===== src/address_balance_select_defines.svh =====
// ----------------------------------------------------------------------------
// Address balance select assertion macros
// Shared concurrent assertion forms, clocked on clock and quiet during reset.
// ----------------------------------------------------------------------------
`ifndef ADDRESS_BALANCE_SELECT_DEFINES_SVH
`define ADDRESS_BALANCE_SELECT_DEFINES_SVH

// A property that must hold at every clock edge outside reset.
`define ABS_ASSERT(lbl, prop, msg) \
   lbl: assert property (@(posedge clock) disable iff (reset) prop) else $error(msg);

// A condition that, once seen, must be followed by another in the next cycle.
`define ABS_ASSERT_NEXT(lbl, ante, cons, msg) \
   lbl: assert property (@(posedge clock) disable iff (reset) (ante) |=> (cons)) else $error(msg);

`endif


===== src/abs_pkg.sv =====
// ----------------------------------------------------------------------------
// Address balance select package
// Types, constants and register codes shared by the balance select block.
// ----------------------------------------------------------------------------
package abs_pkg;

   localparam int MAX_ENTRIES   = 16;
   localparam int IDX_W         = $clog2(MAX_ENTRIES);
   localparam int CNT_W         = $clog2(MAX_ENTRIES + 1);
   localparam int QUEUE_DEPTH   = 2;
   localparam int QPTR_W        = $clog2(QUEUE_DEPTH);
   localparam int QCNT_W        = $clog2(QUEUE_DEPTH + 1);
   localparam int CSR_INDEX_W   = 4;
   localparam int CSR_DATA_W    = 8;

   // Balance modes.
   localparam logic [1:0] MODE_RANDOM   = 2'd0;
   localparam logic [1:0] MODE_HASH     = 2'd1;
   localparam logic [1:0] MODE_STATIC   = 2'd2;
   localparam logic [1:0] MODE_SHORTEST = 2'd3;

   // Operations.
   localparam logic OP_SELECT = 1'b0;
   localparam logic OP_WRITE  = 1'b1;

   // Register indexes.
   localparam logic [CSR_INDEX_W-1:0] CSR_BALANCE_MODE   = 4'd0;
   localparam logic [CSR_INDEX_W-1:0] CSR_ENTRIES_IN_USE = 4'd1;

   typedef struct packed {
      logic        operation;
      logic [3:0]  entry_index;
      logic        entry_is_active;
      logic [31:0] entry_hash;
      logic [15:0] entry_queue;
      logic [31:0] path_hash;
      logic [31:0] authority_hash;
      logic [15:0] random_value;
   } req_type;

   typedef struct packed {
      logic       found;
      logic [3:0] chosen_index;
   } rsp_type;

   typedef struct packed {
      logic [1:0] balance_mode;
      logic [4:0] entries_in_use;
   } cfg_type;

   // One classified beat as the back end consumes it.
   typedef struct packed {
      logic        is_write;
      logic [3:0]  entry_index;
      logic        entry_is_active;
      logic [31:0] entry_hash;
      logic [15:0] entry_queue;
      logic [32:0] request_key;
      logic [15:0] random_value;
   } cmd_type;

endpackage


===== src/address_balance_select.sv =====
// ----------------------------------------------------------------------------
// Address balance select
// Chooses one active target from a table of sixteen entries by a set mode.
// ----------------------------------------------------------------------------
// Beats enter through a two-deep command queue, so req_full only rises when
// two beats are waiting behind the table walker. A table write is taken
// in the walker's idle step and gives no result. A select walks the entries
// 0 .. entries_in_use-1 one per cycle, with entries_in_use saturated at
// sixteen: the walker starts it from idle, takes one walk step per entry
// and then loads the result register; with no entries in use it goes
// straight from the start to the result step. The walker's single table
// read port sets this pace. The result register holds one
// finished select while the walker goes on with the next beat, and the
// walker waits in its last step only while that register is still full.
// In hash mode the first active entry with the strictly greatest sum of
// path, name and authority hashes (at full width, no wrap) wins; static mode
// takes the first active entry; shortest-queue mode takes the first active
// entry with the least queue length; random mode takes the k-th active entry
// with k = (active count * random_value) >> 16. Inactive entries never win,
// and found is low with chosen_index zero when none is active. After reset
// all entries are inactive; hashes and queue lengths of an entry mean
// something only after it was written. Configuration registers are written
// through the csr_ port, which is always ready, and should only change while
// no select is in flight.
// ----------------------------------------------------------------------------
module address_balance_select (
   input  logic                               clock,
   input  logic                               reset,
   input  logic                               req_push,
   output logic                               req_full,
   input  abs_pkg::req_type                   req_data,
   output logic                               rsp_empty,
   input  logic                               rsp_pop,
   output abs_pkg::rsp_type                   rsp_data,
   input  logic                               csr_valid,
   output logic                               csr_ready,
   input  logic [abs_pkg::CSR_INDEX_W-1:0]    csr_index,
   input  logic [abs_pkg::CSR_DATA_W-1:0]     csr_wdata
);

   abs_pkg::cfg_type cfg_ff, cfg_in;
   abs_pkg::cmd_type front_cmd;
   abs_pkg::cmd_type queue_cmd;
   logic             queue_valid;
   logic             queue_pop;
   logic             rsp_valid;

   // Configuration registers; writes to indexes beyond the list are dropped.
   assign csr_ready = 1'b1;

   always_comb begin
      cfg_in = cfg_ff;
      if (csr_valid && csr_ready) begin
         case (csr_index)
            abs_pkg::CSR_BALANCE_MODE:   cfg_in.balance_mode   = csr_wdata[1:0];
            abs_pkg::CSR_ENTRIES_IN_USE: cfg_in.entries_in_use = csr_wdata[4:0];
            default:                     cfg_in = cfg_ff;
         endcase
      end
   end

   always_ff @(posedge clock) begin
      if (reset) begin
         cfg_ff <= '0;
      end else begin
         cfg_ff <= cfg_in;
      end
   end

   abs_front u_front (
      .req_data (req_data),
      .cmd      (front_cmd)
   );

   abs_cmd_queue u_cmd_queue (
      .clock    (clock),
      .reset    (reset),
      .push     (req_push),
      .full     (req_full),
      .data_in  (front_cmd),
      .valid    (queue_valid),
      .pop      (queue_pop),
      .data_out (queue_cmd)
   );

   abs_back u_back (
      .clock     (clock),
      .reset     (reset),
      .cfg       (cfg_ff),
      .cmd_valid (queue_valid),
      .cmd       (queue_cmd),
      .cmd_pop   (queue_pop),
      .rsp_valid (rsp_valid),
      .rsp       (rsp_data),
      .rsp_pop   (rsp_pop)
   );

   assign rsp_empty = !rsp_valid;

endmodule


===== src/abs_front.sv =====
// ----------------------------------------------------------------------------
// Address balance select front end
// Classifies an incoming beat and folds the request hashes into one key.
// ----------------------------------------------------------------------------
module abs_front (
   input  abs_pkg::req_type req_data,
   output abs_pkg::cmd_type cmd
);

   always_comb begin
      cmd.is_write        = (req_data.operation == abs_pkg::OP_WRITE);
      cmd.entry_index     = req_data.entry_index;
      cmd.entry_is_active = req_data.entry_is_active;
      cmd.entry_hash      = req_data.entry_hash;
      cmd.entry_queue     = req_data.entry_queue;
      // The path and authority hashes are common to every entry of a walk.
      cmd.request_key     = {1'b0, req_data.path_hash} + {1'b0, req_data.authority_hash};
      cmd.random_value    = req_data.random_value;
   end

endmodule


===== src/abs_cmd_queue.sv =====
// ----------------------------------------------------------------------------
// Address balance select command queue
// Short ring queue that decouples the front end from the table walker.
// ----------------------------------------------------------------------------
module abs_cmd_queue (
   input  logic             clock,
   input  logic             reset,
   input  logic             push,
   output logic             full,
   input  abs_pkg::cmd_type data_in,
   output logic             valid,
   input  logic             pop,
   output abs_pkg::cmd_type data_out
);

   abs_pkg::cmd_type                 slot_ff [abs_pkg::QUEUE_DEPTH];
   logic [abs_pkg::QPTR_W-1:0]       wr_ptr_ff, wr_ptr_in;
   logic [abs_pkg::QPTR_W-1:0]       rd_ptr_ff, rd_ptr_in;
   logic [abs_pkg::QCNT_W-1:0]       count_ff, count_in;
   logic                             do_push, do_pop;

   assign full     = (count_ff == abs_pkg::QCNT_W'(abs_pkg::QUEUE_DEPTH));
   assign valid    = (count_ff != '0);
   assign data_out = slot_ff[rd_ptr_ff];
   assign do_push  = push && !full;
   assign do_pop   = pop && valid;

   always_comb begin
      wr_ptr_in = wr_ptr_ff;
      rd_ptr_in = rd_ptr_ff;
      count_in  = count_ff;
      if (do_push) begin
         wr_ptr_in = (wr_ptr_ff == abs_pkg::QPTR_W'(abs_pkg::QUEUE_DEPTH - 1)) ?
                     '0 : wr_ptr_ff + 1'b1;
      end
      if (do_pop) begin
         rd_ptr_in = (rd_ptr_ff == abs_pkg::QPTR_W'(abs_pkg::QUEUE_DEPTH - 1)) ?
                     '0 : rd_ptr_ff + 1'b1;
      end
      if (do_push && !do_pop) begin
         count_in = count_ff + 1'b1;
      end else if (do_pop && !do_push) begin
         count_in = count_ff - 1'b1;
      end
   end

   always_ff @(posedge clock) begin
      if (reset) begin
         wr_ptr_ff <= '0;
         rd_ptr_ff <= '0;
         count_ff  <= '0;
      end else begin
         wr_ptr_ff <= wr_ptr_in;
         rd_ptr_ff <= rd_ptr_in;
         count_ff  <= count_in;
      end
   end

   always_ff @(posedge clock) begin
      if (do_push) begin
         slot_ff[wr_ptr_ff] <= data_in;
      end
   end

endmodule


===== src/abs_back.sv =====
// ----------------------------------------------------------------------------
// Address balance select back end
// Holds the target table, walks it one entry per cycle and keeps the result.
// ----------------------------------------------------------------------------
`include "address_balance_select_defines.svh"

module abs_back (
   input  logic             clock,
   input  logic             reset,
   input  abs_pkg::cfg_type cfg,
   input  logic             cmd_valid,
   input  abs_pkg::cmd_type cmd,
   output logic             cmd_pop,
   output logic             rsp_valid,
   output abs_pkg::rsp_type rsp,
   input  logic             rsp_pop
);

   localparam logic [1:0] ST_IDLE   = 2'd0;
   localparam logic [1:0] ST_WALK   = 2'd1;
   localparam logic [1:0] ST_RESULT = 2'd2;

   localparam int N = abs_pkg::MAX_ENTRIES;
   localparam int IW = abs_pkg::IDX_W;
   localparam int CW = abs_pkg::CNT_W;

   logic [N-1:0]     active_ff, active_in;
   logic [31:0]      hash_mem  [N];
   logic [15:0]      queue_mem [N];
   logic [31:0]      hash_rd_ff;
   logic [15:0]      queue_rd_ff;

   logic [1:0]       state_ff, state_in;
   logic [IW-1:0]    walk_idx_ff, walk_idx_in;
   logic [IW-1:0]    last_idx_ff, last_idx_in;
   logic [32:0]      key_ff, key_in;
   logic [CW-1:0]    k_ff, k_in;
   logic [CW-1:0]    seen_ff, seen_in;
   logic             have_ff, have_in;
   logic [IW-1:0]    best_ff, best_in;
   logic [33:0]      top_ff, top_in;
   logic [15:0]      least_ff, least_in;
   logic             rsp_valid_ff, rsp_valid_in;
   abs_pkg::rsp_type rsp_ff, rsp_in;

   logic [CW-1:0]    examined;
   logic [N-1:0]     in_use_mask;
   logic [CW-1:0]    active_count;
   logic [CW+15:0]   scaled;
   logic             entry_active;
   logic [33:0]      entry_sum;
   logic [15:0]      entry_queue;
   logic             take;
   logic             start;
   logic             do_write;
   logic             rsp_load;

   // Entries taking part in a walk, saturated at the table size.
   assign examined = (32'(cfg.entries_in_use) > N) ? CW'(N) : CW'(cfg.entries_in_use);

   always_comb begin
      for (int i = 0; i < N; i++) begin
         in_use_mask[i] = (i < 32'(examined));
      end
   end

   assign active_count = CW'($countones(active_ff & in_use_mask));
   assign scaled       = (CW + 16)'(active_count) * (CW + 16)'(cmd.random_value);

   assign start    = (state_ff == ST_IDLE) && cmd_valid;
   assign cmd_pop  = start;
   assign do_write = start && cmd.is_write && (32'(cmd.entry_index) < N);
   assign rsp_load = (state_ff == ST_RESULT) && (!rsp_valid_ff || rsp_pop);

   // The table is read one step ahead at the next walk index, so the
   // registered entry always belongs to the current walk index.
   assign entry_active = active_ff[walk_idx_ff];
   assign entry_sum    = {1'b0, key_ff} + {2'b00, hash_rd_ff};
   assign entry_queue  = queue_rd_ff;

   always_comb begin
      case (cfg.balance_mode)
         abs_pkg::MODE_HASH:     take = entry_active && (!have_ff || entry_sum > top_ff);
         abs_pkg::MODE_STATIC:   take = entry_active && !have_ff;
         abs_pkg::MODE_SHORTEST: take = entry_active && (!have_ff || entry_queue < least_ff);
         default:                take = entry_active && (seen_ff == k_ff);
      endcase
   end

   always_comb begin
      state_in     = state_ff;
      walk_idx_in  = walk_idx_ff;
      last_idx_in  = last_idx_ff;
      key_in       = key_ff;
      k_in         = k_ff;
      seen_in      = seen_ff;
      have_in      = have_ff;
      best_in      = best_ff;
      top_in       = top_ff;
      least_in     = least_ff;
      active_in    = active_ff;
      rsp_in       = rsp_ff;
      rsp_valid_in = rsp_valid_ff;

      if (rsp_valid_ff && rsp_pop) begin
         rsp_valid_in = 1'b0;
      end

      case (state_ff)
         ST_IDLE: begin
            if (do_write) begin
               active_in[IW'(cmd.entry_index)] = cmd.entry_is_active;
            end
            if (start && !cmd.is_write) begin
               walk_idx_in = '0;
               last_idx_in = IW'(examined - 1'b1);
               key_in      = cmd.request_key;
               k_in        = scaled[CW+15:16];
               seen_in     = '0;
               have_in     = 1'b0;
               best_in     = '0;
               state_in    = (examined == '0) ? ST_RESULT : ST_WALK;
            end
         end
         ST_WALK: begin
            if (take) begin
               have_in  = 1'b1;
               best_in  = walk_idx_ff;
               top_in   = entry_sum;
               least_in = entry_queue;
            end
            if (entry_active) begin
               seen_in = seen_ff + 1'b1;
            end
            if (walk_idx_ff == last_idx_ff) begin
               state_in = ST_RESULT;
            end else begin
               walk_idx_in = walk_idx_ff + 1'b1;
            end
         end
         ST_RESULT: begin
            if (rsp_load) begin
               rsp_in.found        = have_ff;
               rsp_in.chosen_index = 4'(best_ff);
               rsp_valid_in        = 1'b1;
               state_in            = ST_IDLE;
            end
         end
         default: begin
            state_in = ST_IDLE;
         end
      endcase
   end

   always_ff @(posedge clock) begin
      if (reset) begin
         state_ff     <= ST_IDLE;
         active_ff    <= '0;
         rsp_valid_ff <= 1'b0;
      end else begin
         state_ff     <= state_in;
         active_ff    <= active_in;
         rsp_valid_ff <= rsp_valid_in;
      end
   end

   always_ff @(posedge clock) begin
      walk_idx_ff <= walk_idx_in;
      last_idx_ff <= last_idx_in;
      key_ff      <= key_in;
      k_ff        <= k_in;
      seen_ff     <= seen_in;
      have_ff     <= have_in;
      best_ff     <= best_in;
      top_ff      <= top_in;
      least_ff    <= least_in;
      rsp_ff      <= rsp_in;
   end

   always_ff @(posedge clock) begin
      if (do_write) begin
         hash_mem[IW'(cmd.entry_index)]  <= cmd.entry_hash;
         queue_mem[IW'(cmd.entry_index)] <= cmd.entry_queue;
      end
      hash_rd_ff  <= hash_mem[walk_idx_in];
      queue_rd_ff <= queue_mem[walk_idx_in];
   end

   assign rsp_valid = rsp_valid_ff;
   assign rsp       = rsp_ff;

   `ABS_ASSERT(a_rsp_from_result, $rose(rsp_valid_ff) |-> ($past(state_ff) == ST_RESULT), "result loaded outside the result state")
   `ABS_ASSERT(a_walk_in_range, (state_ff == ST_WALK) |-> (walk_idx_ff <= last_idx_ff), "walk index ran past the last entry")
   `ABS_ASSERT(a_active_seen_found, ((state_ff == ST_RESULT) && (seen_ff != '0)) |-> have_ff, "active entries seen but no entry chosen")
   `ABS_ASSERT(a_found_is_active, ($rose(rsp_valid_ff) && rsp_ff.found) |-> active_ff[IW'(rsp_ff.chosen_index)], "chosen entry is not active")
   `ABS_ASSERT_NEXT(a_write_single_cycle, (state_ff == ST_IDLE) && cmd_valid && cmd.is_write, state_ff == ST_IDLE, "table write left the idle state")

endmodule


===== config.mk =====
export PLATFORM = sky130hd
export DESIGN_NAME = address_balance_select
export DESIGN_NICKNAME = d
export VERILOG_FILES = /design/src/abs_pkg.sv /design/src/address_balance_select.sv /design/src/abs_front.sv /design/src/abs_cmd_queue.sv /design/src/abs_back.sv
export VERILOG_INCLUDE_DIRS = /design/src /design/src/src
export SDC_FILE = /design/constraint.sdc
export NUM_CORES = 2
export LEC_CHECK = 0
export BUFFER_PORTS_ARGS = -buffer_cell sky130_fd_sc_hd__buf_2
export CAP_MARGIN = 30
export CORE_ASPECT_RATIO = 0.6
export CORE_UTILIZATION = 50
export DETAILED_ROUTE_END_ITERATION = 6
export PLACE_DENSITY = 0.66
export RECOVER_POWER = 100
export SYNTH_ARGS = -nofsm -noshare
export SYNTH_HDL_FRONTEND = slang
export SYNTH_SLANG_ARGS = --single-unit

===== constraint.sdc =====
create_clock -name clock -period 8.9 [get_ports clock]
set_input_delay 0 -clock clock [delete_from_list [all_inputs] [get_ports clock]]
set_output_delay 0 -clock clock [all_outputs]
set_load 0.05 [all_outputs]

==> reports/qor.csv <==
stage,metric,value,unit
run_status,status,"finished, violations left",
run_status,failing checks,"capacitance limit, slew limit",
cts,worst-case clock buffer depth,3,
detailed_routing,Via Count,30770,
job,Max Cap Viol,30,
detailed_routing,Detail Route Antenna Nets,0,
sta,Final Hold Fails,0,
sta,period utilisation layout,95.67,%
synth,sequential share of the synthesized area,67.16,%
synth,cell area after synthesis,0.05080,mm2
placement,dpl hpwl,66640,um
setup_path,crit path max-delay cell type,fa_1,
global_routing,antenna violations before repair,3,
floorplan,Initial Utilization,50.52,%
setup_path,critical path's most frequent cell,fa_1,
sta,clk_skew,0.02632,ns
synth,"Top FF cell, synth",edfxtp_1,
cts,Num CTS Buffers,103,
placement,Placer Congestion,0.8401,
detailed_routing,Routed WL,117300,um
cts,clk root buf,clkbuf_16,
sta,Setup-failing EPs final,0,
synth,Seq cells post-synth,1164,
global_routing,vias in the first global route,29360,
global_routing,total track usage,22.72,%
power,total chip power,0.01629,W
global_routing,pin count of the biggest net entering global routing,141,
cts,clock-pin slew on the worst setup and hold paths,0.07,ns
cts,"Clk Latency, worst-skew pair",0.70,ns
layout,P&R area growth vs syn,14.76,%
detailed_routing,WL/cell,21.51,um
synth,asr flop ratio synth,0,%
sta,hold slack,0.03837,ns
floorplan,Die Width,413.5,um
floorplan,Die Area,0.1029,mm2
layout,area of the multi-input gates,0.01527,mm2
sta,final setup TNS,0,ns
detailed_routing,Residual DRC,0,
global_routing,first-pass GRT wire length,177900,um
synth,Syn. warnings,0,
sta,final setup margin,0.3856,ns
synth,"EDFF count, synth",1081,
placement,dpl ws,0.2086,ns
setup_path,critical path arrival,8.95,ns
sta,slew margin rel.,-111.0,%
detailed_routing,DRT iter0 DRCs,2957,
layout,Final #Nets,4394,
sta,minimum clock period,8.514,ns
power,PwrDens,279.3,mW/mm2
detailed_routing,DR pass1 iterations,5,
cts,H-tree Lvls,3,
layout,share of cells above drive strength 1,9.497,%
layout,Layout Cells excl Fill,5452,
detailed_routing,vias per inst,5.643,
setup_path,Setup CP Type,flop to flop,
sta,Max Freq,117.4,MHz
floorplan,Die Y-Extent,248.9,um
global_routing,grt total ovfl,0,
placement,placed cell count,5050,
synth,Syn Nets,4038,
layout,total area of sequential cells,0.03413,mm2
synth,Syn Area/Cell,13.82,um2
sta,Worst Tran Pin Value,3.165,ns
floorplan,Core ar.,0.1006,mm2
setup_path,critical path startpoint category,flop,
cts,CTS tree,yes,
floorplan,# rows,90,
synth,cells after synthesis,3676,
setup_path,CP max FO,6,
setup_path,WP data required,9.33,ns
layout,Fillers,7952,
power,Lkg Pwr,21.96,nW
setup_path,largest stage delay on the critical path,0.54,ns
setup_path,Critical Path End Type,flop,
placement,# port buffers,154,
cts,Clock Sinks,1164,
floorplan,IO Count,159,
worst_hold_path,type of the tightest min-delay check,input port to flop,
power,VDD IR-drop max,0.2455,mV
sta,Slew Limit Fails,1110,
synth,Netlist cell types,80,
==> critical path, delay by kind of cell, from the launching register on <==
kind | cells | cell delay, ns
adders and majority gates | 11 | 4.70
AOI/OAI and AO/OA | 8 | 1.91
and+or+nand+nor | 2 | 0.58
buffers and inverters | 6 | 0.39
DFF | 1 | 0.36
xor gates and xnor gates | 2 | 0.29
==> cell usage after synthesis (21+ instances only) <==
cell	n	area, um2
nor2_1	226	848.3
inv_1	152	570.6
a21oi_1	64	320.3
buf_2	64	320.3
clkbuf_1	51	191.4
edfxtp_1	1081	32460
dfxtp_1	83	1662
a31oi_1	54	337.8
o32ai_1	42	367.9
xnor2_1	48	420.4
o21ai_0	38	190.2
fa_1	54	1081
a21o_1	52	390.4
nand2_1	518	1944
o21a_1	21	157.7
o221ai_1	50	437.9
mux2i_1	222	2222
mux2_2	83	934.7
nand4_1	58	362.9
nand3_1	229	1146
buf_4	26	195.2
ha_1	157	1964
nor2b_1	28	175.2
nand2b_1	30	187.7
nor3_1	37	185.2
xor2_1	27	236.5
==> logic make-up (layout without fill, tap and decap cells) <==
kind of cell	count (synthesis)	in the layout	synth area share, %
muxes	312	312	6.487
adders and majority gates	211	211	5.994
AOI/OAI and AO/OA	406	406	5.760
buffers and inverters	323	764	2.943
other	1	2	0.007381
DFF	1164	1164	67.16
xor gates and xnor gates	76	76	1.325
and+or+nand+nor	1183	1183	10.32
==> layout by cell type, fill, tap and decap left out, drive strengths merged, types with 12 or more instances in the layout <==
cell type,n
edfxtp,1081
nand2,518
nand3,230
nor2,227
mux2i,222
clkbuf,212
dlygate4sd3,209
ha,157
inv,155
buf,139
mux2,85
dfxtp,83
a21oi,64
nand4,58
a31oi,54
fa,54
a21o,52
o221ai,50
xnor2,48
o32ai,42
o21ai,40
nor3,37
clkinv,32
nand2b,30
nor2b,28
xor2,28
o21a,21
a211oi,17
and3,13
and2,12
==> flip-flops by register name, summed over array words and instances, names as in the netlist, named ones only <==
register	flops
u_back.hash_mem	512
u_back.queue_mem	256
u_cmd_queue.slot_ff	206
u_back.top_ff	34
u_back.key_ff	33
u_back.hash_rd_ff	32
u_back.active_ff	16
u_back.entry_queue	16
u_back.least_ff	16
cfg_ff	7
u_back.k_ff	5
u_back.rsp	5
u_back.seen_ff	5
u_back.best_ff	4
u_back.last_idx_ff	4
u_back.walk_idx_ff	4
u_back.state_ff	2
u_cmd_queue.count_ff	2
u_back.have_ff	1
u_back.rsp_valid	1
u_cmd_queue.rd_ptr_ff	1
u_cmd_queue.wr_ptr_ff	1
==> path summary, 6_finish.rpt <==
path / startpoint / to / slack, ns / cells past startpoint
max: cfg_ff[1] / u_back.k_ff[4] / 0.39 / 29
min: req_data[104] / u_cmd_queue.slot_ff[1][73] / 0.04 / 2
min reg2reg: u_back.entry_queue[12] / u_back.least_ff[12] / 0.42 / 0
max reg2reg: cfg_ff[1] / u_back.k_ff[4] / 0.39 / 29
==> per-stage QoR <==
stage / utilization (%) / area (um2)
after global routing: 57.98 / 58300
after global placement: 52.67 / 52960
after floorplan: - / 50810
after detailed placement: 52.75 / 53050
after CTS: 58.27 / 58600
final: 57.98 / 58310
==> area by class of cell <==
type                            instances  share of cell area [%]
Antenna cell                            1                0.004292
Clock buffer                          141                   4.959
Clock inverter                         49                  0.9721
Inverter                              155                   1.015
Multi-Input combinational cell       2189                   26.19
Sequential cell                      1164                   58.53
Tap cell                             1334                   2.863
Timing Repair Buffer                  419                   5.468
==> timing repair <==
action	in CTS	in global routing
gates resized for setup	0	10
hold buffers	209	0
endpoints found under the setup margin	0	4
hold endpoints to repair	257	0
setup buffers	0	1
==> routing by layer <==
metal	global-route usage [%]	vias to the layer above	share of wire, %
met4	4.671	4	1.7
li1	-	14360	-
met1	35.28	15150	47
met5	0	-	0.023
met2	32.46	1104	43
met3	5.311	146	8.5
==> where the power goes <==
group	switching (W)	total, W	internal [W]
clock network	0.00197	0.00457	0.00260
logic	0.00285	0.00445	0.00160
registers	0.000246	0.00726	0.00702
total	0.00507	0.0163	0.0112
Power figures use the tool's default switching activity.
